===== src/design/bsfd_pkg.sv =====
`timescale 1ns / 1ps
// ----------------------------------------------------------------------------
// bsfd_pkg: shared types and constants of the frame deframer
// register indexes, reset values and the structs passed between modules
// ----------------------------------------------------------------------------
package bsfd_pkg;

    localparam int unsigned BYTE_W = 8;
    localparam int unsigned LEN_W  = 11;
    localparam int unsigned CFG_AW = 2;
    localparam int unsigned CFG_DW = 11;

    // configuration register indexes
    localparam logic [CFG_AW-1:0] REG_FLAG_BYTE     = 2'd0;
    localparam logic [CFG_AW-1:0] REG_ESCAPE_BYTE   = 2'd1;
    localparam logic [CFG_AW-1:0] REG_XOR_MASK      = 2'd2;
    localparam logic [CFG_AW-1:0] REG_MAX_FRAME_LEN = 2'd3;

    // register reset values
    localparam logic [BYTE_W-1:0] FLAG_BYTE_RST     = 8'd126;
    localparam logic [BYTE_W-1:0] ESCAPE_BYTE_RST   = 8'd125;
    localparam logic [BYTE_W-1:0] XOR_MASK_RST      = 8'd32;
    localparam logic [LEN_W-1:0]  MAX_FRAME_LEN_RST = 11'd600;

    typedef struct packed {
        logic [BYTE_W-1:0] flag_byte;
        logic [BYTE_W-1:0] escape_byte;
        logic [BYTE_W-1:0] xor_mask;
        logic [LEN_W-1:0]  max_frame_len;
    } cfg_t;

    typedef struct packed {
        logic              in_frame;
        logic              escape_pending;
        logic              held_valid;
        logic [BYTE_W-1:0] held_value;
        logic [LEN_W-1:0]  kept_count;
    } state_t;

    typedef struct packed {
        logic              valid;
        logic [BYTE_W-1:0] data;
        logic              last;
    } result_t;

    localparam cfg_t CFG_RST = '{
        flag_byte:     FLAG_BYTE_RST,
        escape_byte:   ESCAPE_BYTE_RST,
        xor_mask:      XOR_MASK_RST,
        max_frame_len: MAX_FRAME_LEN_RST
    };

    localparam state_t STATE_RST = '{
        in_frame:       1'b0,
        escape_pending: 1'b0,
        held_valid:     1'b0,
        held_value:     '0,
        kept_count:     '0
    };

endpackage


===== src/design/bsfd_decode.sv =====
`timescale 1ns / 1ps
// ----------------------------------------------------------------------------
// bsfd_decode: per-byte destuffing decision
// classifies one byte against flag and escape, unescapes, limits length and
// produces the next deframer state plus at most one result
// ----------------------------------------------------------------------------
module bsfd_decode
(
    input  logic [bsfd_pkg::BYTE_W-1:0] rx_byte,
    input  bsfd_pkg::cfg_t              cfg,
    input  bsfd_pkg::state_t            state_cur,
    output bsfd_pkg::state_t            state_nxt,
    output bsfd_pkg::result_t           result
);

    logic                        is_flag;
    logic                        is_escape;
    logic                        has_room;
    logic [bsfd_pkg::BYTE_W-1:0] data_byte;

    assign is_flag   = (rx_byte == cfg.flag_byte);
    assign is_escape = (rx_byte == cfg.escape_byte);
    assign has_room  = (state_cur.kept_count < cfg.max_frame_len);
    assign data_byte = state_cur.escape_pending ? (rx_byte ^ cfg.xor_mask) : rx_byte;

    always_comb
    begin
        state_nxt = state_cur;
        result    = '{valid: 1'b0, data: state_cur.held_value, last: 1'b0};

        if (is_flag)
        begin
            // flag wins over a pending escape, closes any non-empty frame
            result.valid = state_cur.in_frame && state_cur.held_valid;
            result.last  = 1'b1;
            state_nxt    = bsfd_pkg::STATE_RST;
            state_nxt.in_frame = 1'b1;
        end
        else if (state_cur.in_frame)
        begin
            if (is_escape)
            begin
                state_nxt.escape_pending = 1'b1;
            end
            else
            begin
                state_nxt.escape_pending = 1'b0;
                if (has_room)
                begin
                    // release the held byte, hold the new one
                    result.valid         = state_cur.held_valid;
                    state_nxt.kept_count = state_cur.kept_count + 1'b1;
                    state_nxt.held_value = data_byte;
                    state_nxt.held_valid = 1'b1;
                end
            end
        end
    end

endmodule


===== src/design/byte_stuffed_frame_deframer_unit.sv =====
`timescale 1ns / 1ps
// ----------------------------------------------------------------------------
// byte_stuffed_frame_deframer_unit: byte-stuffed frame deframer
// removes flag and escape bytes from a received byte stream and emits the
// payload bytes of each frame with an end-of-frame marker
// ----------------------------------------------------------------------------
//
//  channel | direction | handshake           | payload
//  --------+-----------+---------------------+---------------------
//  in      | input     | in_valid / in_ready | rx_byte
//  out     | output    | out_valid/out_ready | out_byte, last
//  cfg     | input     | cfg_we (no wait)    | cfg_addr, cfg_wdata
//
//  one item per cycle while the consumer takes results or the result
//  register is free; an accepted item waits in the input register, and its
//  decode result is written to the result register as the item moves on
//  throughput is set by the single decode stage between the input register
//  and the result register; the frame state register is updated with it
//  in_ready drops only while the input register is full and the result
//  register holds an item the consumer does not take
//  reset clears the frame state, both valid flags and the configuration
//  registers to their default values; no clearing pass is needed
//
module byte_stuffed_frame_deframer_unit
(
    input  logic                        clk,
    input  logic                        rst_n,

    // configuration write port
    input  logic                        cfg_we,
    input  logic [bsfd_pkg::CFG_AW-1:0] cfg_addr,
    input  logic [bsfd_pkg::CFG_DW-1:0] cfg_wdata,

    // received byte stream
    input  logic                        in_valid,
    output logic                        in_ready,
    input  logic [bsfd_pkg::BYTE_W-1:0] rx_byte,

    // payload byte stream
    output logic                        out_valid,
    input  logic                        out_ready,
    output logic [bsfd_pkg::BYTE_W-1:0] out_byte,
    output logic                        last
);

    // configuration registers
    bsfd_pkg::cfg_t              cfg_reg;

    // input register
    logic                        in_valid_reg;
    logic [bsfd_pkg::BYTE_W-1:0] in_byte_reg;

    // frame state
    bsfd_pkg::state_t            state_reg;
    bsfd_pkg::state_t            state_next;

    // result register
    logic                        out_valid_reg;
    logic [bsfd_pkg::BYTE_W-1:0] out_byte_reg;
    logic                        out_last_reg;

    bsfd_pkg::result_t           result;
    logic                        advance;

    // the held item moves on when the result register is free or being drained
    assign advance  = in_valid_reg && (!out_valid_reg || out_ready);
    assign in_ready = !in_valid_reg || advance;

    assign out_valid = out_valid_reg;
    assign out_byte  = out_byte_reg;
    assign last      = out_last_reg;

    // configuration writes: the user keeps them to an idle block, unenforced
    always_ff @(posedge clk or negedge rst_n)
    begin
        if (!rst_n)
        begin
            cfg_reg <= bsfd_pkg::CFG_RST;
        end
        else if (cfg_we)
        begin
            case (cfg_addr)
                bsfd_pkg::REG_FLAG_BYTE:     cfg_reg.flag_byte     <= cfg_wdata[7:0];
                bsfd_pkg::REG_ESCAPE_BYTE:   cfg_reg.escape_byte   <= cfg_wdata[7:0];
                bsfd_pkg::REG_XOR_MASK:      cfg_reg.xor_mask      <= cfg_wdata[7:0];
                bsfd_pkg::REG_MAX_FRAME_LEN: cfg_reg.max_frame_len <= cfg_wdata;
                default:                     cfg_reg               <= cfg_reg;
            endcase
        end
    end

    // per-byte decision between the input and result registers
    bsfd_decode u_decode
    (
        .rx_byte   (in_byte_reg),
        .cfg       (cfg_reg),
        .state_cur (state_reg),
        .state_nxt (state_next),
        .result    (result)
    );

    // control: valid flags and frame state
    always_ff @(posedge clk or negedge rst_n)
    begin
        if (!rst_n)
        begin
            in_valid_reg  <= 1'b0;
            out_valid_reg <= 1'b0;
            state_reg     <= bsfd_pkg::STATE_RST;
        end
        else
        begin
            if (in_ready)
            begin
                in_valid_reg <= in_valid;
            end

            if (advance)
            begin
                state_reg     <= state_next;
                out_valid_reg <= result.valid;
            end
            else if (out_ready)
            begin
                out_valid_reg <= 1'b0;
            end
        end
    end

    // payload registers
    always_ff @(posedge clk)
    begin
        if (in_ready && in_valid)
        begin
            in_byte_reg <= rx_byte;
        end

        if (advance && result.valid)
        begin
            out_byte_reg <= result.data;
            out_last_reg <= result.last;
        end
    end

endmodule


===== config.mk =====
export PLATFORM = sky130hd
export DESIGN_NAME = byte_stuffed_frame_deframer_unit
export DESIGN_NICKNAME = d
export VERILOG_FILES = /design/src/design/bsfd_pkg.sv /design/src/design/bsfd_decode.sv /design/src/design/byte_stuffed_frame_deframer_unit.sv
export SDC_FILE = /design/constraint.sdc
export NUM_CORES = 1
export LEC_CHECK = 0
export BUFFER_PORTS_ARGS = -buffer_cell sky130_fd_sc_hd__buf_2
export CAP_MARGIN = 20
export CORE_MARGIN = 4
export CORE_UTILIZATION = 46
export DETAILED_ROUTE_END_ITERATION = 8
export PLACE_DENSITY_LB_ADDON = 0.08
export SETUP_SLACK_MARGIN = 0.15
export SLEW_MARGIN = 20
export SYNTH_ARGS = -nofsm -noshare
export SYNTH_HDL_FRONTEND = slang
export SYNTH_SLANG_ARGS = --single-unit

===== constraint.sdc =====
create_clock -name clk -period 5.4 [get_ports clk]
set_input_delay 0.27 -clock clk [delete_from_list [all_inputs] [get_ports clk]]
set_output_delay 0.27 -clock clk [all_outputs]
set_load 0.005 [all_outputs]

Yosys cells after proc, flatten, opt, wreduce, memory -nomap -nowiden
Index checks and enable logic that the tools add are counted.

storage, ports and cells
  bits in registers = 76
  output and inout port bits = 11
  word-level logic and storage cells = 55

cells by class
  add/sub/neg operators = 1
  order comparisons = 1
  eq/ne operators = 6
  multiplexer cells = 13
  bitwise gates (word level) = 1
  reduce and logical (&&, ||, !) cells = 19

operators with widths
  operator                                                                count
  21-bit 2-to-1 mux                                                       2
  20-bit 2-to-1 mux                                                       2
  8-bit equality test                                                     2
  2-bit AND reduction                                                     6
  11-bit by 1-bit adder with 11-bit output (second input constant)        1
  11-bit < comparator                                                     1
  1-bit 2-to-1 mux                                                        8
  8-bit 2-to-1 mux                                                        1
  8-bit bitwise XOR                                                       1
  2-bit nonzero test                                                      3
  2-bit equality test (second input constant)                             2
  1-bit logical AND                                                       4
  4-bit AND reduction                                                     1
  2-bit by 1-bit equality test with 1-bit output (second input constant)  1
  1-bit logical NOT                                                       2
  2-bit logical NOT                                                       1
  1-bit logical OR                                                        2
  2-bit by 1-bit != test with 1-bit output (second input constant)        1

Logic depth before layout (Yosys ltp)
  depth in word-level cells = 6
  mapped depth = 9

By module
A second synthesis with hierarchy kept.

unflattened totals
  cells, all modules = 306
  area total of the unflattened synthesis = 3,814.9 µm²

by module, submodules not included
  module                            instances  cells each  area an instance (µm²)
  byte_stuffed_frame_deframer_unit  1          149         2,760.1
  bsfd_decode                       1          157         1,054.8

Worst setup path after synthesis
No wires, ideal clock.

  path type = flip-flop to flip-flop
  start = register cfg_reg[9] (netlist name)
  end = register out_last_reg (netlist: last), enable pin
  setup time = 0.374 ns
  arrival time = 2.264 ns
  data required time = 5.026 ns
  setup slack = 2.761 ns
  stages on the path, launching flop included = 8
  path buffers = 0
  clock period less this slack = 2.639 ns
  cell sequence = dfstp_2 inv_1 ha_1 a21o_1 a221o_1 a211oi_2 nor2_1 nor2_1

between the ends
  cells in the longest elaborated chain, start to end = 6

ends and longest elaborated chain
  element                   RTL line                                 text
  start: declaration        byte_stuffed_frame_deframer_unit.sv:47   bsfd_pkg::cfg_t cfg_reg;
  start signal: assignment  byte_stuffed_frame_deframer_unit.sv:78   cfg_reg <= bsfd_pkg::CFG_RST;
  start signal: assignment  byte_stuffed_frame_deframer_unit.sv:87   default: cfg_reg <= cfg_reg;
  11-bit < comparator       bsfd_decode.sv:23                        assign has_room = (state_cur.kept_count < cfg.max_frame_len);
  1-bit 2-to-1 mux          bsfd_decode.sv:48                        if (has_room)
  1-bit 2-to-1 mux          bsfd_decode.sv:41                        if (is_escape)
  1-bit 2-to-1 mux          bsfd_decode.sv:39                        else if (state_cur.in_frame)
  1-bit 2-to-1 mux          bsfd_decode.sv:31                        if (is_flag)
  1-bit logical AND         byte_stuffed_frame_deframer_unit.sv:138  if (advance && result.valid)
  end signal: assignment    byte_stuffed_frame_deframer_unit.sv:141  out_last_reg <= result.last;
  end: declaration          byte_stuffed_frame_deframer_unit.sv:60   logic out_last_reg;

Every way passes these cells.
A chain may end at the register's enable or synchronous reset.

Worst setup path in the final report
Ends and elaborated chain as after synthesis.

==> impl_metrics.csv <==
group,metric,value,unit
clock_tree,cts_sinks,76,
final_layout,nets,361,
timing,tightest_slew,0.764,ns
min_path,hold_path_class,"primary input to async pin",
critical_path,endpoint_kind,"flip-flop",
grt,grt_max_degree,60,
run_status,status,"completed",
placement,numPortBuffers,36,
clock_tree,ctsResizeCount,0,
floorplanning,ios,37,
clock_tree,h-tree-depth,3,
floorplanning,num_rows,31,
power_and_ir_drop,p_per_area,435,nW/um2
detailed_routing,final_antenna_net_count,0,
detailed_routing,wire_per_inst,16.1,um
final_layout,finalNonFillerCells,428,
critical_path,worstPathCellList,"inv_1, ha_1, a21o_1, a221o_1, a211oi_2, nor2_1, nor2_1",
timing,worst_slack,2.39,ns
final_layout,largest_reg_flops,35,
critical_path,startpoint_type,"flip-flop",
critical_path,cp_top_family,"compound AO/OA/AOI/OAI gates",
logic_synthesis,yosysSeqAreaShare,56.5,%
timing,rsz0062_at_grt,"false",
critical_path,max_stage_delay,0.58,ns
floorplanning,fp.dieArea,9200,um2
detailed_routing,firstDrtPassIters,4,
grt,grt_pass1_wl,11300,um
placement,place.gp.congestion,0.770,
grt,overflow,0,
timing,setup-tns-final,0,ns
timing,period_share,55.7,%
final_layout,drive_above_1_share,33.7,%
detailed_routing,drc,0,
logic_synthesis,synth_flop_cell,"dfrtp_1",
clock_tree,cts_setup_buffers,0,
floorplanning,core-area,7370,um2
logic_synthesis,synth_warnings,0,
detailed_routing,vias_per_cell,5.30,
logic_synthesis,async_reset_ff_share,77.6,%
clock_tree,worstSkewPairLatency,0.34,ns
floorplanning,fp.dieW,95.9,um
logic_synthesis,synth_fp_nets,318,
clock_tree,cts.path.max_buffers,2,
critical_path,crit_required,5.38,ns
timing,drv_slew,0,
critical_path,critPathMaxFanout,9,
grt,grt_pass1_vias,2250,
detailed_routing,via_count,2267,
floorplanning,initial_core_util,48.2,%
timing,relSlewSlack,49.1,%
floorplanning,chipHeight,95.9,um
clock_tree,cts_buffers,9,
logic_synthesis,synth_edf_count,17,
detailed_routing,wl,6880,um
placement,dp_hpwl,4910,um
clock_tree,cts_hold_buf,0,
placement,pre_cts_slack,2.36,ns
critical_path,critPathLaunch,"cfg_reg[9]",
logic_synthesis,netlist_area,3550,um2
timing,max_freq,332,MHz
logic_synthesis,synth.distinct_cells,41,
critical_path,r2r-start,"cfg_reg[9]",
grt,track_usage,16.6,%
critical_path,critPathArrivalTime,2.99,ns
final_layout,syn2layout_area_growth,13.3,%
logic_synthesis,ys_ff_latch,76,
timing,hold_violations,0,
clock_tree,cts_tree,"done",
placement,dp_cells,412,
logic_synthesis,syn_area_per_cell,12.7,um2
run,maxCapViolations,0,
timing,setup_viol,0,
power_and_ir_drop,max-vdd-ir-drop,185,uV
critical_path,crit_top_cell,"nor2_1",
timing,holdWs,0.0810,ns
grt,grt_antenna_before_repair,0,
clock_tree,cts.clk_slew.worst_paths,0.08,ns
final_layout,num_antenna_cells,0,
detailed_routing,drtIter0Drc,90,
critical_path,path_buf_inv,1,
critical_path,worst_path_max_delay_cell,"a211oi_2",
power_and_ir_drop,cellLeakagePower,1.75,nW
timing,fin_crit,3.01,ns
timing,finalClockSkew,0.00773,ns
logic_synthesis,syn_inst,281,
clock_tree,clock-root-buffer,"clkbuf_8",
critical_path,r2r_setup_slack,2.39,ns
final_layout,final_core_util,54.6,%
critical_path,crit_type,"flip-flop to flip-flop",
-- power by group --
part	internal (W)	total (W)	switching (W)
Clock	0.000175	0.000401	0.000227
Sequential	0.000757	0.000856	0.0000994
Combinational	0.000236	0.000493	0.000256
-- synth_stat cells (5+ instances only) --
cell type   n  area (um2)
nand2_1    23        86.3
and3_1      7        43.8
dfstp_2    17         447
o21ai_0     5        25.0
a22o_1      9        78.8
xor2_1     16         140
ha_1       11         138
clkbuf_1    5        18.8
edfxtp_1   17         510
xnor2_1     8        70.1
nand2b_1    5        31.3
nor4_1      5        31.3
mux2_2     36         405
a21oi_1    11        55.1
dfrtp_1    42        1050
inv_1      14        52.6
nor2_1      9        33.8
nand3_1     5        25.0
-- metal layers --
metal | wire length (um) | global-route usage (%) | share of wire [%]
met1 | 3300 | 23.4 | 48
met4 | 97 | 6.04 | 1.4
met5 | 0 | 0 | 0
met2 | 3150 | 25.8 | 46
met3 | 333 | 3.05 | 4.8
-- through the flow --
| step | power (W) | area (um2) |
|---|---|---|
| floorplan | 0.00122 | 3550 |
| global placement | 0.00135 | 3840 |
| detailed placement | 0.00136 | 3840 |
| CTS | 0.00177 | 4030 |
| global route | 0.00187 | 4030 |
| finish | 0.00175 | 4030 |
-- cells in the final DEF, fill, tap and decap left out, types with 7 or more instances in the layout --
master,n
a21oi_1,11
a22o_1,9
and3_1,7
buf_2,36
clkbuf_8,9
dfrtp_1,42
dfstp_2,17
edfxtp_1,17
ha_1,11
inv_1,14
mux2_2,36
nand2_1,23
nor2_1,9
xnor2_1,8
xor2_1,16
-- kinds of logic after synthesis --
logic type	synth area share [%]
flip-flops	56.5
buffers and inverters	2.43
AND/OR/NAND/NOR	10.5
XOR/XNOR	5.91
AO/OA/AOI/OAI	9.43
multiplexers	11.4
adder cells (fa/ha/maj)	3.87
-- final cells by class --
cell class / instances / area, um2
Clock buffer: 9 / 124
Clock inverter: 7 / 58.8
Fill cell: 652 / 3340
Inverter: 15 / 56.3
Multi-Input combinational cell: 184 / 1460
Sequential cell: 76 / 2010
Tap cell: 99 / 124
Timing Repair Buffer: 38 / 195
-- final timing paths --
check | to | cells past startpoint
worst max-delay path | last | 7
worst min-delay path | cfg_reg[27] | 2
worst max register to register | last | 7
worst min register to register | out_byte[2] | 0
max in group asynchronous | state_reg[4] | 2
min in group clk | in_byte_reg[1] | 1
Note: power is estimated with default switching activity, not from simulation.
